==> src/rtl/swm_pkg.sv <==
`timescale 1ns / 1ps

package swm_pkg;

    // Default pattern capacity in bytes.
    localparam int PATTERN_MAX_DEF = 64;

    // Pattern byte that matches any run of value bytes.
    localparam logic [7:0] STAR_BYTE = 8'd42;

    // Command carried with each input beat.
    typedef enum logic [1:0] {
        CMD_PATTERN = 2'd0,
        CMD_VALUE   = 2'd1,
        CMD_EMPTY   = 2'd2,
        CMD_IDLE    = 2'd3
    } swm_cmd_t;

    // Decoded operation for the beat being processed this cycle.
    typedef struct packed {
        logic load;   // store one pattern byte
        logic step;   // advance the active set by one value byte
        logic query;  // reset the active set for an empty value
        logic first;  // start of a new pattern or a new value
    } swm_op_t;

endpackage

==> src/rtl/swm_pattern_store.sv <==
`timescale 1ns / 1ps

module swm_pattern_store
    import swm_pkg::*;
#(
    parameter int PATTERN_MAX = PATTERN_MAX_DEF
)
(
    input  logic                   clk,
    input  logic                   rst_n,
    input  swm_op_t                op,
    input  logic [7:0]             ch,
    output logic [PATTERN_MAX-1:0] star,
    output logic [PATTERN_MAX-1:0] lit_hit,
    output logic [PATTERN_MAX-1:0] start_set,
    output logic [PATTERN_MAX:0]   end_sel,
    output logic                   overflow
);

    localparam int LW = $clog2(PATTERN_MAX + 1);

    logic [7:0]             bytes_reg [PATTERN_MAX];
    logic [LW-1:0]          len_reg;
    logic [LW-1:0]          len_next;
    logic [PATTERN_MAX-1:0] star_reg;
    logic [PATTERN_MAX-1:0] star_next;
    logic [PATTERN_MAX-1:0] valid_reg;
    logic [PATTERN_MAX-1:0] valid_next;
    logic [PATTERN_MAX-1:0] start_reg;
    logic [PATTERN_MAX-1:0] start_next;
    logic                   lead_reg;
    logic                   lead_next;
    logic                   ovf_reg;
    logic                   ovf_next;

    logic [LW-1:0]          len_eff;
    logic                   room;
    logic                   is_star;
    logic                   lead;
    logic [PATTERN_MAX-1:0] hit;

    // Write position: a new pattern restarts at position zero.
    assign len_eff = op.first ? '0 : len_reg;
    assign room    = len_eff < LW'(PATTERN_MAX);
    assign is_star = ch == STAR_BYTE;
    assign lead    = op.first | lead_reg;

    always_comb
    begin
        for (int i = 0; i < PATTERN_MAX; i++)
        begin
            hit[i] = room && (len_eff == LW'(i));
        end
    end

    // Next pattern bookkeeping. The start set holds the star closure of the
    // empty prefix; bit i stands for position i + 1 and grows while the
    // pattern so far is made of stars only.
    always_comb
    begin
        star_next  = (op.first ? '0 : star_reg) | (hit & {PATTERN_MAX{is_star}});
        valid_next = (op.first ? '0 : valid_reg) | hit;
        start_next = (op.first ? '0 : start_reg) |
                     (hit & {PATTERN_MAX{lead & is_star}});
        lead_next  = room ? (lead & is_star) : lead_reg;
        len_next   = room ? len_eff + LW'(1) : len_eff;
        ovf_next   = !room | (!op.first & ovf_reg);
    end

    // Control state of the stored pattern.
    always_ff @(posedge clk or negedge rst_n)
    begin
        if (!rst_n)
        begin
            len_reg   <= '0;
            star_reg  <= '0;
            valid_reg <= '0;
            start_reg <= '0;
            lead_reg  <= 1'b1;
            ovf_reg   <= 1'b0;
        end
        else if (op.load)
        begin
            len_reg   <= len_next;
            star_reg  <= star_next;
            valid_reg <= valid_next;
            start_reg <= start_next;
            lead_reg  <= lead_next;
            ovf_reg   <= ovf_next;
        end
    end

    // Pattern bytes, one register per position.
    always_ff @(posedge clk)
    begin
        for (int i = 0; i < PATTERN_MAX; i++)
        begin
            if (op.load && hit[i])
            begin
                bytes_reg[i] <= ch;
            end
        end
    end

    // Per-position literal compare against the incoming value byte.
    always_comb
    begin
        for (int i = 0; i < PATTERN_MAX; i++)
        begin
            lit_hit[i] = valid_reg[i] & ~star_reg[i] & (bytes_reg[i] == ch);
        end
    end

    // One-hot select of the position equal to the pattern length.
    always_comb
    begin
        for (int j = 0; j <= PATTERN_MAX; j++)
        begin
            end_sel[j] = ((j == 0) ? 1'b1 : valid_reg[(j > 0) ? j - 1 : 0]) &
                         ((j < PATTERN_MAX) ? ~valid_reg[(j < PATTERN_MAX) ? j : 0] : 1'b1);
        end
    end

    assign star      = star_reg;
    assign start_set = start_reg;
    assign overflow  = ovf_reg;

    // The stored length never passes the capacity.
    assert property (@(posedge clk) disable iff (!rst_n)
        len_reg <= LW'(PATTERN_MAX))
    else $error("pattern length beyond capacity");

    // Exactly one end position is selected.
    assert property (@(posedge clk) disable iff (!rst_n)
        $onehot(end_sel))
    else $error("end position select not one-hot");

    // Stars are only recorded at stored positions.
    assert property (@(posedge clk) disable iff (!rst_n)
        (star_reg & ~valid_reg) == '0)
    else $error("star bit outside stored pattern");

endmodule

==> src/rtl/swm_active_set.sv <==
`timescale 1ns / 1ps

module swm_active_set
    import swm_pkg::*;
#(
    parameter int PATTERN_MAX = PATTERN_MAX_DEF
)
(
    input  logic                   clk,
    input  logic                   rst_n,
    input  swm_op_t                op,
    input  logic [PATTERN_MAX-1:0] star,
    input  logic [PATTERN_MAX-1:0] lit_hit,
    input  logic [PATTERN_MAX-1:0] start_set,
    input  logic [PATTERN_MAX:0]   end_sel,
    output logic                   match_next
);

    localparam int W = PATTERN_MAX + 1;

    logic [W-1:0] active_reg;
    logic [W-1:0] active_next;
    logic [W-1:0] start_full;
    logic [W-1:0] base;
    logic [W-1:0] adv;
    logic [W-1:0] star_w;
    logic [W-1:0] sum;
    logic [W-1:0] closed;

    assign start_full = {start_set, 1'b1};
    assign base       = op.first ? start_full : active_reg;
    assign star_w     = {1'b0, star};

    // Advance: a star keeps its bit, a matching literal moves it one up.
    assign adv = ({1'b0, base[PATTERN_MAX-1:0] & star}) |
                 ({base[PATTERN_MAX-1:0] & lit_hit, 1'b0});

    // Star closure as a carry chain: stars propagate, active stars generate.
    assign sum    = star_w + (adv & star_w);
    assign closed = adv | (sum ^ (star_w & ~adv));

    always_comb
    begin
        if (op.load && op.first)
        begin
            active_next = '0;
        end
        else if (op.step)
        begin
            active_next = closed;
        end
        else if (op.query)
        begin
            active_next = start_full;
        end
        else
        begin
            active_next = active_reg;
        end
    end

    assign match_next = |(active_next & end_sel);

    // Active prefix bits.
    always_ff @(posedge clk or negedge rst_n)
    begin
        if (!rst_n)
        begin
            active_reg <= '0;
        end
        else
        begin
            active_reg <= active_next;
        end
    end

endmodule

==> src/rtl/star_wildcard_matcher.sv <==
`timescale 1ns / 1ps

// Channel   Dir  Signals                       Beat contents
// s_*       in   tvalid tready tdata tuser tlast  pattern byte, value byte or empty query
// m_*       out  tvalid tready tdata            match result with overflow flag
//
// One beat enters an input register and is processed from there; its
// result, if any, is then registered in the output register.
// A new beat is taken every cycle; the only wait is a result-producing beat
// held while the output register is full and m_tready is low.
// The active set update is one 65-bit carry chain plus a byte compare per
// pattern position, all between the input and result registers.
// Reset clears the pattern length, overflow flag and active set; pattern
// bytes are not cleared and are never read before being written.
module star_wildcard_matcher
    import swm_pkg::*;
#(
    parameter int PATTERN_MAX = PATTERN_MAX_DEF
)
(
    input  logic        clk,
    input  logic        rst_n,
    input  logic        s_tvalid,
    output logic        s_tready,
    input  logic [15:0] s_tdata,   // [7:0] ch, [8] first, [15:9] zero
    input  logic [1:0]  s_tuser,   // [1:0] cmd
    input  logic        s_tlast,   // last
    output logic        m_tvalid,
    input  logic        m_tready,
    output logic [7:0]  m_tdata    // [0] matched, [1] pattern_overflow, [7:2] zero
);

    logic                   in_valid_reg;
    swm_cmd_t               cmd_reg;
    logic [7:0]             ch_reg;
    logic                   first_reg;
    logic                   last_reg;

    logic                   out_valid_reg;
    logic                   matched_reg;
    logic                   ovf_out_reg;

    logic                   needs_result;
    logic                   proc;
    swm_op_t                op;

    logic [PATTERN_MAX-1:0] star;
    logic [PATTERN_MAX-1:0] lit_hit;
    logic [PATTERN_MAX-1:0] start_set;
    logic [PATTERN_MAX:0]   end_sel;
    logic                   overflow;
    logic                   match_next;

    // Command decode for the registered beat.
    always_comb
    begin
        op = '0;
        needs_result = 1'b0;
        unique case (cmd_reg)
            CMD_PATTERN:
            begin
                op.load = 1'b1;
            end
            CMD_VALUE:
            begin
                op.step = 1'b1;
                needs_result = last_reg;
            end
            CMD_EMPTY:
            begin
                op.query = 1'b1;
                needs_result = 1'b1;
            end
            CMD_IDLE:
            begin
                op = '0;
            end
            default:
            begin
                op = '0;
            end
        endcase
        op.first = first_reg;
        proc = in_valid_reg && (!needs_result || !out_valid_reg || m_tready);
        if (!proc)
        begin
            op = '0;
        end
    end

    assign s_tready = !in_valid_reg || proc;

    // Input register.
    always_ff @(posedge clk or negedge rst_n)
    begin
        if (!rst_n)
        begin
            in_valid_reg <= 1'b0;
        end
        else if (s_tready)
        begin
            in_valid_reg <= s_tvalid;
        end
    end

    always_ff @(posedge clk)
    begin
        if (s_tready && s_tvalid)
        begin
            cmd_reg   <= swm_cmd_t'(s_tuser);
            ch_reg    <= s_tdata[7:0];
            first_reg <= s_tdata[8];
            last_reg  <= s_tlast;
        end
    end

    swm_pattern_store #(
        .PATTERN_MAX (PATTERN_MAX)
    ) u_store (
        .clk       (clk),
        .rst_n     (rst_n),
        .op        (op),
        .ch        (ch_reg),
        .star      (star),
        .lit_hit   (lit_hit),
        .start_set (start_set),
        .end_sel   (end_sel),
        .overflow  (overflow)
    );

    swm_active_set #(
        .PATTERN_MAX (PATTERN_MAX)
    ) u_active (
        .clk        (clk),
        .rst_n      (rst_n),
        .op         (op),
        .star       (star),
        .lit_hit    (lit_hit),
        .start_set  (start_set),
        .end_sel    (end_sel),
        .match_next (match_next)
    );

    // Result register.
    always_ff @(posedge clk or negedge rst_n)
    begin
        if (!rst_n)
        begin
            out_valid_reg <= 1'b0;
        end
        else if (proc && needs_result)
        begin
            out_valid_reg <= 1'b1;
        end
        else if (m_tready)
        begin
            out_valid_reg <= 1'b0;
        end
    end

    always_ff @(posedge clk)
    begin
        if (proc && needs_result)
        begin
            matched_reg <= match_next && !overflow;
            ovf_out_reg <= overflow;
        end
    end

    assign m_tvalid = out_valid_reg;
    assign m_tdata  = {6'd0, ovf_out_reg, matched_reg};

    // An overflowed pattern never reports a match.
    assert property (@(posedge clk) disable iff (!rst_n)
        out_valid_reg |-> !(matched_reg && ovf_out_reg))
    else $error("match reported with pattern overflow");

    // A beat that yields a result shows it in the next cycle.
    assert property (@(posedge clk) disable iff (!rst_n)
        proc && needs_result |=> out_valid_reg)
    else $error("result lost after processing");

    // A held beat is kept in the input register.
    assert property (@(posedge clk) disable iff (!rst_n)
        in_valid_reg && !proc |=> in_valid_reg && $stable(cmd_reg))
    else $error("held input beat dropped");

endmodule
==> config.mk <==
export PLATFORM = sky130hd
export DESIGN_NAME = star_wildcard_matcher
export DESIGN_NICKNAME = d
export VERILOG_FILES = /design/src/rtl/swm_pkg.sv /design/src/rtl/swm_pattern_store.sv /design/src/rtl/swm_active_set.sv /design/src/rtl/star_wildcard_matcher.sv
export SDC_FILE = /design/constraint.sdc
export NUM_CORES = 1
export LEC_CHECK = 0
export BUFFER_PORTS_ARGS = -buffer_cell sky130_fd_sc_hd__buf_2
export CAP_MARGIN = 20
export CORE_MARGIN = 4
export CORE_UTILIZATION = 58
export DETAILED_ROUTE_END_ITERATION = 8
export PLACE_DENSITY_LB_ADDON = 0.1
export SYNTH_ARGS = -nofsm -noshare
export SYNTH_HDL_FRONTEND = slang
export SYNTH_SLANG_ARGS = --single-unit
==> constraint.sdc <==
create_clock -name clk -period 6.4 [get_ports clk]
set_clock_uncertainty 0.1 [all_clocks]
set_input_delay 1.92 -clock clk [delete_from_list [all_inputs] [get_ports clk]]
set_output_delay 1.92 -clock clk [all_outputs]
set_load 0.03 [all_outputs]
==> flow_metrics.env, run 1 <==
export IMPL_antenna_found_initial=2
export IMPL_synth_area_mm2=0.04140
export IMPL_largest_reg_flops=512
export IMPL_hold_path_depth=1
export IMPL_ys_flop_type="edfxtp_1"
export IMPL_finalNonFillerCells=5245
export IMPL_path_clk_slew_ns=0.06
export IMPL_synthCells=3658
export IMPL_wire_per_inst_um=28.56
export IMPL_holdCritPathClass="reg2reg"
export IMPL_drive_above_1_share_pct=22.63
export IMPL_dp_hpwl_um=104400
export IMPL_htree_levels=3
export IMPL_port_buffers=19
export IMPL_worst_setup_path_start_kind="input port"
export IMPL_crit_arrival_ns=7.20
export IMPL_reg2reg_slack_ns=-0.08
export IMPL_grt_ovfl_total=0
export IMPL_drcViolationCount=0
export IMPL_maxSlewViolCount=0
export IMPL_die_h_um=275.2
export IMPL_finalInstanceArea_mm2=0.05035
export IMPL_period_needed_ns=6.940
export IMPL_final_util_pct=71.52
export IMPL_holdWs_ns=0.4091
export IMPL_async_reset_ff_share_pct=33.75
export IMPL_place_congestion=1.047
export IMPL_fillers=4791
export IMPL_core_area_mm2=0.07039
export IMPL_ios=33
export IMPL_ant_nets=0
export IMPL_synth_yosys_seq_area_share_pct=54.36
export IMPL_area_delta_synth_final_pct=21.61
export IMPL_first_global_vias=34300
export IMPL_maxCapViolCount=0
export IMPL_final_cell_mix="625 x buf_4, 526 x edfxtp_1, 353 x nand2_1"
export IMPL_synth_cell_type_count=103
export IMPL_clockRootBuffer="clkbuf_16"
export IMPL_status="finished, violations left"
export IMPL_route_vias_total=34810
export IMPL_cts_hold_buf=0
export IMPL_setup_ws_ns=-0.5395
export IMPL_path_class="in2reg"
export IMPL_final_common_cell="buf_4"
export IMPL_max_clock_freq_mhz=144.1
export IMPL_timing_setup_tns_ns=-0.5523
export IMPL_drtIter0Drc=4824
export IMPL_avgViaCountPerCell=6.636
export IMPL_setup_violations=2
export IMPL_crit_path_max_fanout=17
export IMPL_ys_ff_latch=794
export IMPL_first_pass_iters=6
export IMPL_clock_path_buffers=3
export IMPL_track_usage_pct=39.26
export IMPL_hold_violations=0
export IMPL_place_inst=5075
export IMPL_worstMarginPinSlew_ns=1.200
export IMPL_initial_core_util_pct=58.81
export IMPL_crit_path_end_kind="flip-flop"
export IMPL_powerDensity_mw_per_mm2=249.8
export IMPL_final_nets=4263
export IMPL_place_area_mm2=0.04710
export IMPL_numCtsBuffers=84
export IMPL_pre_cts_slack_ns=-1.745
export IMPL_cp_required_ns=6.66
export IMPL_power_mw=12.58
export IMPL_ff2ff_path_depth=21
export IMPL_totalWireLength_um=149800
export IMPL_die_width_um=275.2
export IMPL_p_leak_nw=19.54
export IMPL_yosys_warnings=0
export IMPL_ir_drop_mv=0.2461
export IMPL_clock_sinks=794
export IMPL_grt_max_degree=104
export IMPL_dieArea_mm2=0.07572
export IMPL_tritoncts="built"
export IMPL_finalCritPeriodShare_pct=108.4
export IMPL_synth_edf_count=526
export IMPL_clk_latency_ns=0.65
export IMPL_rows=97
export IMPL_slew_headroom_pct=19.97
export IMPL_grt_pass1_wl_um=221500
export IMPL_synth_avg_cell_area_um2=11.32
export IMPL_rsz0062_at_grt="yes"
export IMPL_violations="setup timing"
## layout make-up
| type | count | area (um2) | share of cell area (%) |
|---|---|---|---|
| Tap cell | 940 | 1176 | 2.336 |
| Multi-Input combinational cell | 2588 | 17930 | 35.61 |
| Inverter | 72 | 270.3 | 0.5368 |
| Clock inverter | 48 | 486.7 | 0.9667 |
| Antenna cell | 1 | 2.502 | 0.004970 |
| Clock buffer | 110 | 2261 | 4.491 |
| Sequential cell | 794 | 22510 | 44.70 |
| Timing Repair Buffer | 692 | 5715 | 11.35 |
## layer usage
layer | part of all wire, % | global-route usage [%] | up-vias
met4 | 5.3 | 16.90 | 2
li1 | - | - | 14850
met3 | 11 | 10.20 | 459
met1 | 40 | 54.94 | 17250
met5 | 0.0087 | 0 | -
met2 | 43 | 58.46 | 2249
## logic make-up (layout without fill, tap and decap cells)
logic type	Yosys count	in the layout	share of synthesized area [%]
AND/OR/NAND/NOR	1188	1188	14.71
AO/OA/AOI/OAI	824	824	14.98
flip-flops	794	794	54.36
XOR/XNOR	517	517	10.94
buffers and inverters	281	922	3.542
multiplexers	45	45	1.224
adder cells (fa/ha/maj)	8	8	0.2418
other	1	7	0.009058
## where the power goes
group / switching (mW) / total [mW] / leakage [nW] / internal [mW]
Clock: 2.14 / 4.91 / 1.32 / 2.77
Combinational: 1.15 / 1.89 / 9.85 / 0.746
Sequential: 0.144 / 5.77 / 8.37 / 5.63
## what timing repair did
action | 4_1_cts | 5_1_grt
buffers inserted | 5 | 4
resized for setup | 38 | 45
endpoints found under the setup margin | 6 | 9
pin swaps | 15 | 15
## critical path: stages
cell and delay [ns]:
buf_12 0.09, and3b_1 0.20, buf_4 0.17, a21oi_4 0.20
buf_12 0.24, buf_12 0.17, mux2_4 0.31, o311a_1 0.40
o41a_1 0.50, a221oi_4 0.28, nand4_1 0.22, a2111oi_2 0.29
nand4_1 0.32, or4_4 0.52, or4_4 0.49, or3_4 0.41
nor4_4 0.13, buf_4 0.17, a41oi_2 0.14
## cell usage after synthesis (all sizes together) (23+ instances only)
master / n / area, um2
nor2b: 23 / 143.9
nand2: 353 / 1325
a31oi: 49 / 306.5
nor2: 175 / 656.9
nand3: 142 / 710.7
a21oi: 94 / 493.0
xnor2: 201 / 1760
and3: 37 / 231.5
nor3: 110 / 550.5
and2: 42 / 262.8
mux2i: 32 / 352.8
a21o: 54 / 406.6
o22ai: 23 / 143.9
a21boi: 29 / 217.7
edfxtp: 526 / 15800
a2111oi: 35 / 352.8
xor2: 316 / 2768
dfrtp: 267 / 6681
o21a: 24 / 180.2
or2: 23 / 143.9
a22o: 94 / 823.3
buf: 128 / 892.1
o21ai: 115 / 575.6
clkbuf: 81 / 304.0
inv: 72 / 270.3
nor4: 65 / 406.6
nand4: 56 / 350.3
o2111ai: 53 / 470.5
a21bo: 27 / 270.3
o31ai: 43 / 337.8
a211oi: 29 / 222.7
## path summary, 6_finish.rpt
kind	startpoint	to
max	m_tready	matched_reg
min in group asynchronous	rst_n	u_store.valid_reg[11]
min reg2reg	u_store.start_set[63]	u_store.start_set[63]
max reg2reg	cmd_reg[1]	matched_reg
min	u_store.start_set[63]	u_store.start_set[63]
max in group asynchronous	rst_n	u_store.valid_reg[39]
No activity file was read; power rests on OpenSTA's default activity.
==> run 2: changes to the inputs <==
--- a/config.mk
+++ b/config.mk
@@ -7,10 +7,11 @@
 export LEC_CHECK = 0
 export BUFFER_PORTS_ARGS = -buffer_cell sky130_fd_sc_hd__buf_2
 export CAP_MARGIN = 20
+export CORE_ASPECT_RATIO = 2
 export CORE_MARGIN = 4
-export CORE_UTILIZATION = 58
+export CORE_UTILIZATION = 65
 export DETAILED_ROUTE_END_ITERATION = 8
-export PLACE_DENSITY_LB_ADDON = 0.1
+export PLACE_DENSITY_LB_ADDON = 0.25
 export SYNTH_ARGS = -nofsm -noshare
 export SYNTH_HDL_FRONTEND = slang
 export SYNTH_SLANG_ARGS = --single-unit
==> constraint.sdc (replaced) <==
create_clock -name clk -period 8.9 [get_ports clk]
set_clock_uncertainty 0.1 [all_clocks]
set_input_delay 2.67 -clock clk [delete_from_list [all_inputs] [get_ports clk]]
set_output_delay 2.67 -clock clk [all_outputs]
set_load 0.03 [all_outputs]
==> flow_metrics.env, run 2 (same netlist as run 1, synthesis figures left out) <==
export IMPL_avgViaCountPerCell=7.292
export IMPL_die_width_um=186.5
export IMPL_maxSlewViolCount=0
export IMPL_dp_hpwl_um=99950
export IMPL_drtIter0Drc=3937
export IMPL_cts_setup_buffers=0
export IMPL_ff2ff_path_depth=20
export IMPL_final_cell_mix="526 x edfxtp_1, 353 x nand2_1, 316 x xor2_1"
export IMPL_drive_above_1_share_pct=11.20
export IMPL_crit_arrival_ns=8.51
export IMPL_min_from="u_store.len_reg[1]"
export IMPL_port_buffers=19
export IMPL_crit_path_max_fanout=31
export IMPL_worst_setup_path_start_kind="input port"
export IMPL_hold_path_depth=2
export IMPL_ctsResizeCount=0
export IMPL_finalCritPeriodShare_pct=92.43
export IMPL_hold_violations=0
export IMPL_seqCellArea_mm2=0.02251
export IMPL_numCtsBuffers=69
export IMPL_totalWireLength_um=147700
export IMPL_whs_endpoint="u_store.len_reg[1]"
export IMPL_track_usage_pct=42.65
export IMPL_place_congestion=1.054
export IMPL_worstMarginPinSlew_ns=1.223
export IMPL_clockRootBuffer="clkbuf_16"
export IMPL_final_nets=3760
export IMPL_grt_ovfl_total=0
export IMPL_clock_path_buffers=3
export IMPL_r2r_start="cmd_reg[1]"
export IMPL_path_class="in2reg"
export IMPL_multi_input_area_mm2=0.01751
export IMPL_ios=33
export IMPL_max_clock_freq_mhz=121.6
export IMPL_fillers=4295
export IMPL_grt_max_degree=84
export IMPL_dieArea_mm2=0.06804
export IMPL_htree_levels=3
export IMPL_wire_per_inst_um=32.24
export IMPL_ir_drop_mv=0.2188
export IMPL_cp_required_ns=9.19
export IMPL_core_area_mm2=0.06295
export IMPL_p_leak_nw=16.83
export IMPL_holdCritPathClass="reg2reg"
export IMPL_setup_violations=0
export IMPL_cts_hold_buf=0
export IMPL_period_needed_ns=8.227
export IMPL_powerDensity_mw_per_mm2=186.0
export IMPL_timing_setup_tns_ns=0
export IMPL_first_pass_iters=9
export IMPL_grt_pass1_wl_um=215300
export IMPL_maxCapViolCount=0
export IMPL_slew_headroom_pct=18.48
export IMPL_reg2reg_slack_ns=1.45
export IMPL_final_common_cell="edfxtp_1"
export IMPL_drcViolationCount=0
export IMPL_route_vias_total=33400
export IMPL_power_mw=8.456
export IMPL_tritoncts="built"
export IMPL_reg2reg_to="matched_reg"
export IMPL_holdWs_ns=0.3877
export IMPL_clock_sinks=794
export IMPL_area_delta_synth_final_pct=9.831
export IMPL_initial_core_util_pct=65.77
export IMPL_clk_latency_ns=0.68
export IMPL_die_h_um=364.9
export IMPL_rsz0062_at_grt="no"
export IMPL_rows=130
export IMPL_ant_nets=0
export IMPL_status="completed"
export IMPL_crit_path_end_kind="flip-flop"
export IMPL_largest_reg_flops=512
export IMPL_final_util_pct=72.23
export IMPL_first_global_vias=33530
export IMPL_antenna_found_initial=2
export IMPL_path_clk_slew_ns=0.08
==> run 2: metrics by stage <==
stage / cells / area, um2 / setup WS, ns
after floorplan: 3663 / 41420 / 1.184
after global placement: 4443 / 43030 / 0.1231
after detailed placement: 4447 / 43080 / 0.1840
after CTS: 4575 / 45430 / 0.8455
after global routing: 4578 / 45460 / 0.6032
final: 4580 / 45470 / 0.6735
==> run 2: report_power, final <==
part           switching (mW)  internal [mW]  total (mW)
combinational           0.760          0.364        1.12
sequential              0.108           4.04        4.15
clock                    1.45           1.73        3.18
total                    2.32           6.14        8.46
==> run 2: area by class of cell <==
| class | instances | share of cell area, % |
|---|---|---|
| Antenna cell | 2 | 0.01101 |
| Clock buffer | 78 | 3.916 |
| Clock inverter | 50 | 1.241 |
| Inverter | 72 | 0.5944 |
| Multi-Input combinational cell | 2588 | 38.51 |
| Sequential cell | 794 | 49.50 |
| Tap cell | 792 | 2.179 |
| Timing Repair Buffer | 204 | 4.048 |
==> run 2: critical path: stages <==
cell and delay (ns):
buf_2 0.22, and3b_1 0.25, buf_12 0.22, a21oi_4 0.20, buf_12 0.22, buf_12 0.20, mux2i_2 0.32, nor2_1 0.13
o311ai_2 0.31, a21boi_1 0.26, o41ai_1 0.32, buf_4 0.17, nand4_1 0.23, a2111oi_2 0.47, nand4_1 0.15, or4_1 0.59
or4_1 0.49, or3_1 0.38, nor4_1 0.30, buf_4 0.20, a41oi_1 0.15
==> run 2: per-layer routing <==
metal | track usage (%) | vias up | share of wire (%)
li1 | - | 13830 | -
met1 | 45.77 | 16220 | 31
met2 | 71.91 | 2414 | 48
met3 | 8.668 | 937 | 8.9
met4 | 37.03 | 2 | 11
met5 | 0 | - | 0.0074
==> run 2: worst max path at each step <==
stage	slack (ns)	endpoint	from
2_1_floorplan	1.18	matched_reg	m_tready
3_3_place_gp	0.12	matched_reg	m_tready
3_5_place_dp	0.18	matched_reg	m_tready
4_1_cts	0.85	matched_reg	m_tready
5_1_grt	0.60	matched_reg	m_tready
6_report	0.67	matched_reg	m_tready
